File: src/hw/rtl/ilir_pkg.sv
package ilir_pkg;

    localparam int DEPTH_DEF  = 64;
    localparam int DATA_W_DEF = 32;
    localparam int VALUE_W    = 32;
    localparam int INDEX_W    = 8;
    localparam int MODE_W     = 3;
    localparam int STATUS_W   = 2;

    typedef enum logic [MODE_W-1:0] {
        MODE_APPEND = 3'd0,
        MODE_INSERT = 3'd1,
        MODE_REMOVE = 3'd2,
        MODE_READ   = 3'd3,
        MODE_CLEAR  = 3'd4
    } mode_t;

    typedef enum logic [STATUS_W-1:0] {
        ST_OK         = 2'd0,
        ST_NO_ENTRY   = 2'd1,
        ST_FULL       = 2'd2,
        ST_BAD_INSERT = 2'd3
    } status_t;

    // per-cell action
    typedef enum logic [2:0] {
        CELL_HOLD   = 3'd0,
        CELL_ZERO   = 3'd1,
        CELL_INSERT = 3'd2,
        CELL_REMOVE = 3'd3,
        CELL_READ   = 3'd4
    } cell_op_t;

    typedef enum logic [1:0] {
        S_IDLE  = 2'd0,
        S_EXEC  = 2'd1,
        S_DRAIN = 2'd2
    } state_t;

    typedef struct packed {
        cell_op_t op;
        logic     load;
    } cell_ctl_t;

endpackage

File: src/hw/rtl/ilir_cell.sv
module ilir_cell
    import ilir_pkg::*;
#(
    parameter int DATA_WIDTH = DATA_W_DEF,
    parameter int AW         = 6
)
(
    input  logic                  clk,
    input  cell_op_t              op,
    input  logic [AW-1:0]         pos,
    input  logic [AW-1:0]         slot,
    input  logic [DATA_WIDTH-1:0] word,
    input  logic [DATA_WIDTH-1:0] left_val,
    input  logic [DATA_WIDTH-1:0] right_val,
    output logic [DATA_WIDTH-1:0] val,
    output logic [DATA_WIDTH-1:0] tap
);

    logic [DATA_WIDTH-1:0] val_reg;
    logic [DATA_WIDTH-1:0] val_next;
    logic [DATA_WIDTH-1:0] tap_reg;
    logic [DATA_WIDTH-1:0] tap_next;
    logic                  hit;

    assign hit = (slot == pos);

    always_comb
    begin
        val_next = val_reg;
        tap_next = tap_reg;
        case (op)
            CELL_ZERO:
            begin
                tap_next = '0;
            end
            CELL_INSERT:
            begin
                tap_next = '0;
                if (slot > pos)
                begin
                    val_next = left_val;
                end
                else if (hit)
                begin
                    val_next = word;
                end
            end
            CELL_REMOVE:
            begin
                tap_next = hit ? val_reg : '0;
                if (slot >= pos)
                begin
                    val_next = right_val;
                end
            end
            CELL_READ:
            begin
                tap_next = hit ? val_reg : '0;
            end
            default:
            begin
                tap_next = tap_reg;
            end
        endcase
    end

    always_ff @(posedge clk)
    begin
        val_reg <= val_next;
        tap_reg <= tap_next;
    end

    assign val = val_reg;
    assign tap = tap_reg;

endmodule

File: config.mk
export PLATFORM = sky130hd
export DESIGN_NAME = ilir_cell
export DESIGN_NICKNAME = d
export VERILOG_FILES = /design/src/hw/rtl/ilir_pkg.sv /design/src/hw/rtl/ilir_cell.sv
export SDC_FILE = /design/constraint.sdc
export NUM_CORES = 1
export LEC_CHECK = 0
export BUFFER_PORTS_ARGS = -buffer_cell sky130_fd_sc_hd__buf_4
export CAP_MARGIN = 20
export CORE_MARGIN = 4
export CORE_UTILIZATION = 50
export DETAILED_ROUTE_END_ITERATION = 16
export PLACE_DENSITY = 0.86
export SKIP_LAST_GASP = 1
export SYNTH_ARGS = -nofsm -noshare
export SYNTH_HDL_FRONTEND = slang
export SYNTH_SLANG_ARGS = --single-unit
File: constraint.sdc
create_clock -name clk -period 12.25 [get_ports clk]
set_input_delay 0.6125 -clock clk [delete_from_list [all_inputs] [get_ports clk]]
set_output_delay 0.6125 -clock clk [all_outputs]
set_load 0.005 [all_outputs]
==> summary.txt <==
Die
  – Initial Utilization: 52.58%
  – Die Area: 0.008733 mm²
  – Core Footprint: 0.006944 mm²
  – I/O Pins: 176
  – Die X: 93.45 µm
  – Die extent in y: 93.45 µm
  – Row cnt: 30

Synth
  – Post-Syn Area per Cell: 10.26 µm²
  – Seq cells post-synth: 64
  – Mapped Area: 0.003651 mm²
  – Syn Inst Count: 356
  – Asr flop ratio synth: 0%
  – Number of enable flip-flop cells after synthesis: 64
  – Syn nets: 474
  – Count of cell types in the netlist: 30
  – Synth area leaders: edfxtp_1 53%, o311a_1 8.8%, o21ai_0 5.8%
  – Most used DFF post-synth: edfxtp_1
  – Synth top area share: 52.64%
  – Synth warnings: 0
  – Yosys top cell by area: edfxtp_1
  – Register area share after synthesis: 52.64%

Placement
  – Final GP Congestion: 0.8953
  – Placed Instance Area: 0.004989 mm²
  – Input/output buffers: 175
  – Inst Count DP: 600
  – Detailed Place HPWL: 8536 µm

CTS
  – TritonCTS Sinks: 64
  – Depth of the CTS H-tree: 3
  – CTS root buffer: clkbuf_8
  – Clk_lat worst skew: 340 ps
  – CTS Hold Bufs: 0
  – Total CTS buffers: 9
  – Clk slew on worst S/H paths: 80 ps
  – Max Root-Sink Buffers: 2
  – Post-cts sizing count: 0
  – CTS tree: yes
  – Postcts setup bufs: 0

Route
  – DR WL/cell: 19.54 µm
  – Via/cell ratio: 5.984
  – DR DRC count: 0
  – Final ANT Viol Nets: 0
  – DR iter-0 viols: 228
  – Drt first pass iters: 5
  – Total Wirelength: 12080 µm
  – DR vias: 3698

Power and ir drop
  – P per Cell Area: 112.6 mW/mm²
  – Design Power: 592.7 µW
  – Peak VDD IR: 0.00005726 V
  – P_leak: 0.002235 µW

Timing
  – TNS Setup: 0 ps
  – Clock Skew: 4.697 ps
  – Tmin final: 2877 ps
  – Worst Max-Slew Pin Slew: 973.4 ps
  – Unrepaired setup endpoints after global routing: no
  – Slew margin rel.: 35.11%
  – Setup violations, final: 0
  – Crit share post-route: 23.48%
  – Final Hold Vio Count: 0
  – Max frequency: 347.6 MHz
  – Max-slew violations: 0

GRT
  – Largest net degree at the start of global routing: 36
  – Gr usage total: 26.41%
  – Vias in the first global route: 3572
  – Global-route wire length before repair: 17860 µm
  – Grt ovf: 0
  – Initial antenna violation count: 0

Run status
  – Outcome: finished, final reports clean

Critical path
  – Cell mode on critical path: buf_4
  – CP Buf/Inv Count: 4
  – Worst setup SP type: input port
  – Top delay family on crit path: compound AO/OA/AOI/OAI gates
  – Worst setup path class: input port to flip-flop
  – CP max stage cell: a311oi_4
  – Slowest stage delay, CP: 840 ps
  – Crit. End Element: flip-flop
  – CP Max Fanout: 35
  – Critical path data arrival time: 2900 ps
  – Worst Path Required: 12270 ps
  – Cell chain of the critical path: buf_4, inv_1, ha_1, nand3_1, or2_1, buf_4, a311oi_4, buf_4

Cells and area
  – Area grow syn2layout: 44.14%
  – Filler cell count: 495
  – Final Util: 75.78%
  – Final Net Count: 635
  – Number of diodes: 0
  – Layout cells sized above 1: 39.66%
  – Commonest cells after routing, fill and taps aside: 181 x buf_4, 64 x edfxtp_1, 42 x o21ai_0, 38 x nor3_1
  – Design area: 0.005263 mm²
  – Most common cell after layout, fill and taps aside: buf_4
  – Final Non-Filler Cells: 618
  – Footprint of the multi-input gates: 0.001562 mm²
  – Register area: 0.001922 mm²

Job
  – Max cap viols: 0

Worst hold path
  – Worst Hold Class: flip-flop to flip-flop
[final cells by class]
| type | count | area share, % |
|---|---|---|
| Sequential cell | 64 | 36.52 |
| Tap cell | 96 | 2.282 |
| Multi-Input combinational cell | 252 | 29.67 |
| Clock inverter | 7 | 1.807 |
| Clock buffer | 9 | 2.354 |
| Timing Repair Buffer | 183 | 26.87 |
| Inverter | 7 | 0.4993 |
[where the power goes]
part           internal (µW)  total [µW]  leakage [µW]  switching (µW)
clock                    115         201      0.000110            86.3
combinational           66.3         123       0.00148            56.2
sequential               261         269      0.000641            7.91
[worst paths after layout]
| path | from | endpoint | slack (ps) | cells after the start |
|---|---|---|---|---|
| setup / recovery | pos[3] | val[5] | 9370 | 8 |
| hold / removal | val[9] | tap[9] | 580 | 1 |
| setup reg to reg | val[0] | tap[0] | 11390 | 1 |
| hold reg to reg | val[9] | tap[9] | 580 | 1 |
[cells in the mapped netlist (3+ instances only)]
cell	number
edfxtp_1	64
and2_1	32
o21ai_1	11
nor4_1	6
buf_2	12
o21ai_0	42
buf_6	3
nor3_1	38
o311a_1	32
or3_1	32
nor2_1	8
clkbuf_2	3
nand3_1	3
inv_1	7
ha_1	6
clkbuf_1	14
nand2_1	30
[routing by layer]
metal | routed length [µm] | vias to the layer above | track usage, %
li1 | - | 1673 | -
met1 | 4476 | 1745 | 31.83
met2 | 6078 | 229 | 43.66
met3 | 984 | 51 | 5.471
met4 | 537 | 0 | 15.14
met5 | 0 | - | 0
[cells by family (layout without fill, tap and decap cells)]
kind of cell	Yosys count	after routing	share of synthesized area, %
compound gates	89	89	16.86
xor+xnor	1	1	0.2399
fa+ha+maj	6	6	2.056
buf+inv	40	206	5.346
flops	64	64	52.64
simple gates	156	156	22.86
[through the flow]
stage / hold slack, ps / setup WS, ps
after CTS: 576.2 / 9332
after global placement: 535.1 / 9060
after global routing: 603.8 / 9236
after floorplan: 551.4 / 7500
after detailed placement: 554.8 / 8987
final: 576.7 / 9373
No activity file was read; power rests on OpenSTA's default activity.
