--- src/hw/rtl/ilir_pkg.sv ---
package ilir_pkg;

    localparam int DEPTH_DEF  = 64;
    localparam int DATA_W_DEF = 32;
    localparam int VALUE_W    = 32;
    localparam int INDEX_W    = 8;
    localparam int MODE_W     = 3;
    localparam int STATUS_W   = 2;

    typedef enum logic [MODE_W-1:0] {
        MODE_APPEND = 3'd0,
        MODE_INSERT = 3'd1,
        MODE_REMOVE = 3'd2,
        MODE_READ   = 3'd3,
        MODE_CLEAR  = 3'd4
    } mode_t;

    typedef enum logic [STATUS_W-1:0] {
        ST_OK         = 2'd0,
        ST_NO_ENTRY   = 2'd1,
        ST_FULL       = 2'd2,
        ST_BAD_INSERT = 2'd3
    } status_t;

    // per-cell action
    typedef enum logic [2:0] {
        CELL_HOLD   = 3'd0,
        CELL_ZERO   = 3'd1,
        CELL_INSERT = 3'd2,
        CELL_REMOVE = 3'd3,
        CELL_READ   = 3'd4
    } cell_op_t;

    typedef enum logic [1:0] {
        S_IDLE  = 2'd0,
        S_EXEC  = 2'd1,
        S_DRAIN = 2'd2
    } state_t;

    typedef struct packed {
        cell_op_t op;
        logic     load;
    } cell_ctl_t;

endpackage

--- src/hw/rtl/ilir_ctrl.sv ---
module ilir_ctrl
    import ilir_pkg::*;
#(
    parameter int DEPTH      = DEPTH_DEF,
    parameter int DATA_WIDTH = DATA_W_DEF,
    parameter int AW         = $clog2(DEPTH),
    parameter int CW         = $clog2(DEPTH + 1)
)
(
    input  logic                  clk,
    input  logic                  rst_n,
    input  logic                  in_valid,
    output logic                  in_ready,
    input  logic [MODE_W-1:0]     mode,
    input  logic signed [INDEX_W-1:0] index,
    input  logic [VALUE_W-1:0]    value_in,
    output logic                  out_valid,
    input  logic                  out_ready,
    output logic [STATUS_W-1:0]   status,
    output logic [CW-1:0]         count_out,
    output cell_ctl_t             ctl,
    output logic [AW-1:0]         cell_pos,
    output logic [DATA_WIDTH-1:0] cell_word
);

    localparam int SW = ((CW > INDEX_W) ? CW : INDEX_W) + 2;

    state_t                  state_reg, state_next;
    logic [MODE_W-1:0]       mode_reg, mode_next;
    logic [INDEX_W-1:0]      idx_reg, idx_next;
    logic [DATA_WIDTH-1:0]   word_reg, word_next;
    logic [CW-1:0]           count_reg, count_next;
    status_t                 pend_reg, pend_next;
    logic                    out_valid_reg, out_valid_next;
    status_t                 out_status_reg, out_status_next;
    logic [CW-1:0]           out_count_reg, out_count_next;

    logic [DATA_WIDTH-1:0]   word_in;
    logic signed [SW-1:0]    idx_ext;
    logic signed [SW-1:0]    cnt_ext;
    logic signed [SW-1:0]    rr_pos;
    logic                    rr_ok;
    logic                    ins_bad;
    logic                    full;

    // words are kept to their low DATA_WIDTH bits
    generate
        if (DATA_WIDTH >= VALUE_W)
        begin : g_wide
            assign word_in = DATA_WIDTH'(value_in);
        end
        else
        begin : g_narrow
            assign word_in = value_in[DATA_WIDTH-1:0];
        end
    endgenerate

    assign idx_ext = {{(SW - INDEX_W){idx_reg[INDEX_W-1]}}, idx_reg};
    assign cnt_ext = {{(SW - CW){1'b0}}, count_reg};
    assign rr_pos  = idx_reg[INDEX_W-1] ? (idx_ext + cnt_ext) : idx_ext;
    assign rr_ok   = !rr_pos[SW-1] && (rr_pos < cnt_ext);
    assign ins_bad = idx_reg[INDEX_W-1] || (idx_ext > cnt_ext);
    assign full    = (count_reg == CW'(DEPTH));

    always_comb
    begin
        state_next      = state_reg;
        mode_next       = mode_reg;
        idx_next        = idx_reg;
        word_next       = word_reg;
        count_next      = count_reg;
        pend_next       = pend_reg;
        out_valid_next  = out_valid_reg && !out_ready;
        out_status_next = out_status_reg;
        out_count_next  = out_count_reg;
        in_ready        = 1'b0;
        ctl.op          = CELL_HOLD;
        ctl.load        = 1'b0;
        cell_pos        = '0;

        unique case (state_reg)
            S_IDLE:
            begin
                in_ready = 1'b1;
                if (in_valid)
                begin
                    mode_next  = mode;
                    idx_next   = index;
                    word_next  = word_in;
                    state_next = S_EXEC;
                end
            end
            S_EXEC:
            begin
                pend_next = ST_OK;
                ctl.op    = CELL_ZERO;
                unique case (mode_reg)
                    MODE_APPEND:
                    begin
                        if (full)
                        begin
                            pend_next = ST_FULL;
                        end
                        else
                        begin
                            ctl.op     = CELL_INSERT;
                            cell_pos   = count_reg[AW-1:0];
                            count_next = count_reg + CW'(1);
                        end
                    end
                    MODE_INSERT:
                    begin
                        if (ins_bad)
                        begin
                            pend_next = ST_BAD_INSERT;
                        end
                        else if (full)
                        begin
                            pend_next = ST_FULL;
                        end
                        else
                        begin
                            ctl.op     = CELL_INSERT;
                            cell_pos   = idx_ext[AW-1:0];
                            count_next = count_reg + CW'(1);
                        end
                    end
                    MODE_REMOVE:
                    begin
                        if (!rr_ok)
                        begin
                            pend_next = ST_NO_ENTRY;
                        end
                        else
                        begin
                            ctl.op     = CELL_REMOVE;
                            cell_pos   = rr_pos[AW-1:0];
                            count_next = count_reg - CW'(1);
                        end
                    end
                    MODE_READ:
                    begin
                        if (!rr_ok)
                        begin
                            pend_next = ST_NO_ENTRY;
                        end
                        else
                        begin
                            ctl.op   = CELL_READ;
                            cell_pos = rr_pos[AW-1:0];
                        end
                    end
                    MODE_CLEAR:
                    begin
                        count_next = '0;
                    end
                    default:
                    begin
                        pend_next = ST_OK;
                    end
                endcase
                state_next = S_DRAIN;
            end
            S_DRAIN:
            begin
                if (!out_valid_reg || out_ready)
                begin
                    ctl.load        = 1'b1;
                    out_valid_next  = 1'b1;
                    out_status_next = pend_reg;
                    out_count_next  = count_reg;
                    state_next      = S_IDLE;
                end
            end
            default:
            begin
                state_next = S_IDLE;
            end
        endcase
    end

    always_ff @(posedge clk or negedge rst_n)
    begin
        if (!rst_n)
        begin
            state_reg     <= S_IDLE;
            count_reg     <= '0;
            out_valid_reg <= 1'b0;
        end
        else
        begin
            state_reg     <= state_next;
            count_reg     <= count_next;
            out_valid_reg <= out_valid_next;
        end
    end

    always_ff @(posedge clk)
    begin
        mode_reg       <= mode_next;
        idx_reg        <= idx_next;
        word_reg       <= word_next;
        pend_reg       <= pend_next;
        out_status_reg <= out_status_next;
        out_count_reg  <= out_count_next;
    end

    assign cell_word = word_reg;
    assign out_valid = out_valid_reg;
    assign status    = out_status_reg;
    assign count_out = out_count_reg;

endmodule

--- config.mk ---
export PLATFORM = sky130hd
export DESIGN_NAME = ilir_ctrl
export DESIGN_NICKNAME = d
export VERILOG_FILES = /design/src/hw/rtl/ilir_pkg.sv /design/src/hw/rtl/ilir_ctrl.sv
export SDC_FILE = /design/constraint.sdc
export NUM_CORES = 1
export LEC_CHECK = 0
export BUFFER_PORTS_ARGS = -buffer_cell sky130_fd_sc_hd__buf_2
export CAP_MARGIN = 25
export CORE_ASPECT_RATIO = 1.75
export CORE_MARGIN = 8
export CORE_UTILIZATION = 53
export CTS_BUF_LIST = sky130_fd_sc_hd__clkbuf_8
export CTS_CLUSTER_SIZE = 10
export DETAILED_ROUTE_END_ITERATION = 12
export GPL_ROUTABILITY_DRIVEN = 0
export GPL_TIMING_DRIVEN = 0
export PLACE_DENSITY = 0.84
export SLEW_MARGIN = 40
export SYNTH_ARGS = -nofsm -noshare
export SYNTH_HDL_FRONTEND = slang
export SYNTH_SLANG_ARGS = --single-unit
--- constraint.sdc ---
create_clock -name clk -period 4.8 [get_ports clk]
set_input_delay 0 -clock clk [delete_from_list [all_inputs] [get_ports clk]]
set_output_delay 0 -clock clk [all_outputs]
set_load 0.005 [all_outputs]
==> metrics.md <==
| Metric | Value |
|---|---|
| Vias in the first global route | 2962 |
| Area leader, netlist | edfxtp_1 |
| Worst R2R Path Depth | 19 |
| First-pass GRT wire length | between 10 and 15 mm |
| Clk slew on worst S/H paths | 0.07 ns |
| Max Clk Rate | approximately 220 MHz |
| Power, Total | approximately 2.2 mW |
| Most frequent cell after synthesis | edfxtp_1 |
| Reg2reg setup slack | roughly 0.60 ns |
| Status | completed |
| Post-Synthesis Cells | 263 |
| Number of flip-flops in the largest register | 32 |
| Prevailing post-synth register cell | edfxtp_1 |
| Final period utilization | between 90 and 100% |
| Fin Setup TNS | 0 ns |
| Slowest cell on the critical path | dfrtp_2 |
| CP Data Required Time | roughly 4.8 ns |
| Total gr overflow | 0 |
| Count of input and output buffers | just under 100 |
| Initial antenna violation count | 1 |
| Pins Over Slew Limit | 0 |
| Placeable Area | about 6100 µm² |
| Startpoint types | flop |
| Worst clock skew | just over 0.006 ns |
| Design area | around 4600 µm² |
| DP HPWL | roughly 6 mm |
| Routed length per instance | 18.4 µm |
| CP cell instances | ha_1 > inv_1 > fa_1 > or2_4 > a221oi_4 > nor2_1 > nor2_1 > nor2_1 > xnor2_1 > a21oi_1 > ha_1 > o211ai_1 > nor2_1 > a22o_1 > nor4b_4 > buf_4 > nand3_4 > o21a_1 > o221ai_1 > buf_2 |
| Area of the mapped netlist | between 3000 and 4000 µm² |
| Die height | 120 µm |
| Maximum vdd drop | between 0.4 and 0.5 mV |
| Top cells by area in the synthesized netlist | edfxtp_1 (50%), ha_1 (9.6%), dfrtp_1 (7.7%) |
| PwrDens | between 400 and 500 nW/µm² |
| PnR worst setup slack | approximately 0.33 ns |
| Initial Utilization | about 54% |
| Final Hold Slack | approximately 0.041 ns |
| Final hold vios | 0 |
| Post-synthesis cell type count | 53 |
| Number of synthesized register bits | 64 |
| Routed wire length | 9.34 mm |
| Crit path largest cell delay | 0.50 ns |
| Layout Utilization | between 70 and 80% |
| Post-Syn Area per Cell | around 12 µm² |
| Clk Tree Root Cell | clkbuf_8 |
| Worst setup path end | cell_pos[0] |
| Syn Nets | approximately 340 |
| Area of the multi-input gates | approximately 1300 µm² |
| Global Route Usage Sum | between 20% and 30% |
| RSZ-0062 raised after global routing | false |
| Post-synth EDFFs | 54 |
| Critical path origin | count_reg[0]$_DFFE_PN0P_ |
| Ports | 100 |
| Drt drc | 0 |
| Reg2reg start | count_reg[0]$_DFFE_PN0P_ |
| Actual slew at the worst max-slew pin | roughly 0.67 ns |
| # rows | 38 |
| Hold Path Class | in -> async |
| Finish-stage setup viols | 0 |
| Reg2reg end | count_reg[0]$_DFFE_PN0P_ |
| Min cycle time layout | around 4.5 ns |
| Synthesis-to-finish area growth | 39.9% |
| Ys async rst share | roughly 16% |
| Detail Route Antenna Nets | 0 |
| DR iter-0 viols | 175 |
| Largest fanout on the critical path | 10 |
| Clock Sinks | 64 |
| CP dominant cell by count | nor2_1 |
| Max Buffers Root-to-Sink | 2 |
| CTS tree | built |
| Vias | 2739 |
| Synth top area share | ~50% |
| Inst Count DP | approximately 440 |
| Max-Cap Viols | 0 |
| Area post-placement | 3870 µm² |
| Die Footprint | roughly 9000 µm² |
| Worst slack, placed | 0.429 ns |
| Top post-synthesis cells by count | edfxtp_1 (54), nor2_1 (26), ha_1 (25), inv_1 (21), a21oi_1 (20) |
| Critical path capture point type | output port |
| Final #Nets | between 400 and 500 |
| Synth warn | 0 |
| Non-Filler Instances | 507 |
| Slew headroom | between 50% and 60% |
| Drt pass-1 iters | 4 |
| Die Wd | around 75 µm |
| Crit path arrival time | 4.47 ns |
| TritonCTS buffer count | 9 |
| Crit Path Category | reg -> out |
| Share of layout cells above drive strength 1 | between 30% and 40% |
| Seq. cell area | approximately 1900 µm² |
| Leakage dissipation | 1.98 nW |
| H-tree depth | 3 |
| Clk_lat worst skew | ~0.34 ns |
| Filler cell count | 421 |
| DR vias/cell | around 5.4 |
| Sequential area share after synthesis | 57.3% |
| Largest net degree at the start of global routing | 44 |
[cell usage in the layout (no fill, tap or decap), types with 3 or more instances in the layout]
cell           count
nand2_1           12
o21ai_0            5
nor2b_1            6
dlygate4sd3_1     46
clkbuf_8           9
nand2b_1           8
a221o_1            5
ha_1              25
xnor2_1            9
nand4_1            3
nor2_1            26
o21ai_1            4
edfxtp_1          54
inv_1             21
a21oi_1           20
dfrtp_1            8
buf_2            100
nand3_1            4
[metal layers]
| layer | wire length, µm | vias to the layer above | GRT usage, % |
|---|---|---|---|
| met1 | 3110 | 1298 | 20.5 |
| met4 | 351 | 0 | 13.6 |
| met5 | 0 | - | 0 |
| met2 | 5160 | 127 | 37.6 |
| li1 | - | 1281 | - |
| met3 | 717 | 33 | 9.11 |
[power by group]
group	switching, mW	internal [mW]	total [mW]
logic	0.487	0.389	0.877
registers	0.0964	0.741	0.837
clock network	0.205	0.288	0.493
total	0.789	1.42	2.21
[worst min-delay path by stage]
stage / startpoint / endpoint / slack, ns / depth (start not counted)
after detailed placement: rst_n / out_valid$_DFF_PN0_ / -0.12 / 1
after floorplan: rst_n / count_reg[0]$_DFFE_PN0P_ / -0.30 / 0
after global placement: rst_n / out_valid$_DFF_PN0_ / -0.13 / 1
final: rst_n / count_reg[0]$_DFFE_PN0P_ / 0.04 / 2
after CTS: rst_n / count_reg[0]$_DFFE_PN0P_ / 0.04 / 2
after global routing: rst_n / count_reg[6]$_DFFE_PN0P_ / 0.03 / 2
[layout make-up]
| type | count | share of cell area [%] |
|---|---|---|
| diodes | 1 | 0.0547 |
| well taps | 80 | 2.19 |
| multi-input cells | 173 | 28.6 |
| inverters | 21 | 1.72 |
| plain buffers | 5 | 0.602 |
| flip-flops and latches | 64 | 41.0 |
| clock inverters | 7 | 1.89 |
| clock buffers | 9 | 2.71 |
| repair buffers | 147 | 21.2 |
[worst max-delay path, delay by kind of cell (launching register included)]
family	cells	cell delay [ns]
AOI/OAI and AO/OA	6	1.19
DFF	1	0.50
xor gates and xnor gates	1	0.14
buffers and inverters	3	0.40
and+or+nand+nor	7	0.95
adders and majority gates	3	0.96
[cells by family (layout without fill, tap and decap cells)]
kind of cell | after synthesis | in the layout | synth area share (%)
and+or+nand+nor | 78 | 78 | 13.1
AOI/OAI and AO/OA | 57 | 57 | 12.6
muxes | 1 | 1 | 0.344
DFF | 64 | 64 | 57.3
other | 0 | 1 | 0
adders and majority gates | 27 | 27 | 10.8
xor gates and xnor gates | 10 | 10 | 2.68
buffers and inverters | 26 | 189 | 3.25
[what timing repair did]
action	in CTS	in global routing
hold buffers	46	0
endpoints found under the setup margin	0	7
setup buffers	0	2
endpoints found under the hold margin	56	0
gates resized for setup	0	4
Power figures use the tool's default switching activity.
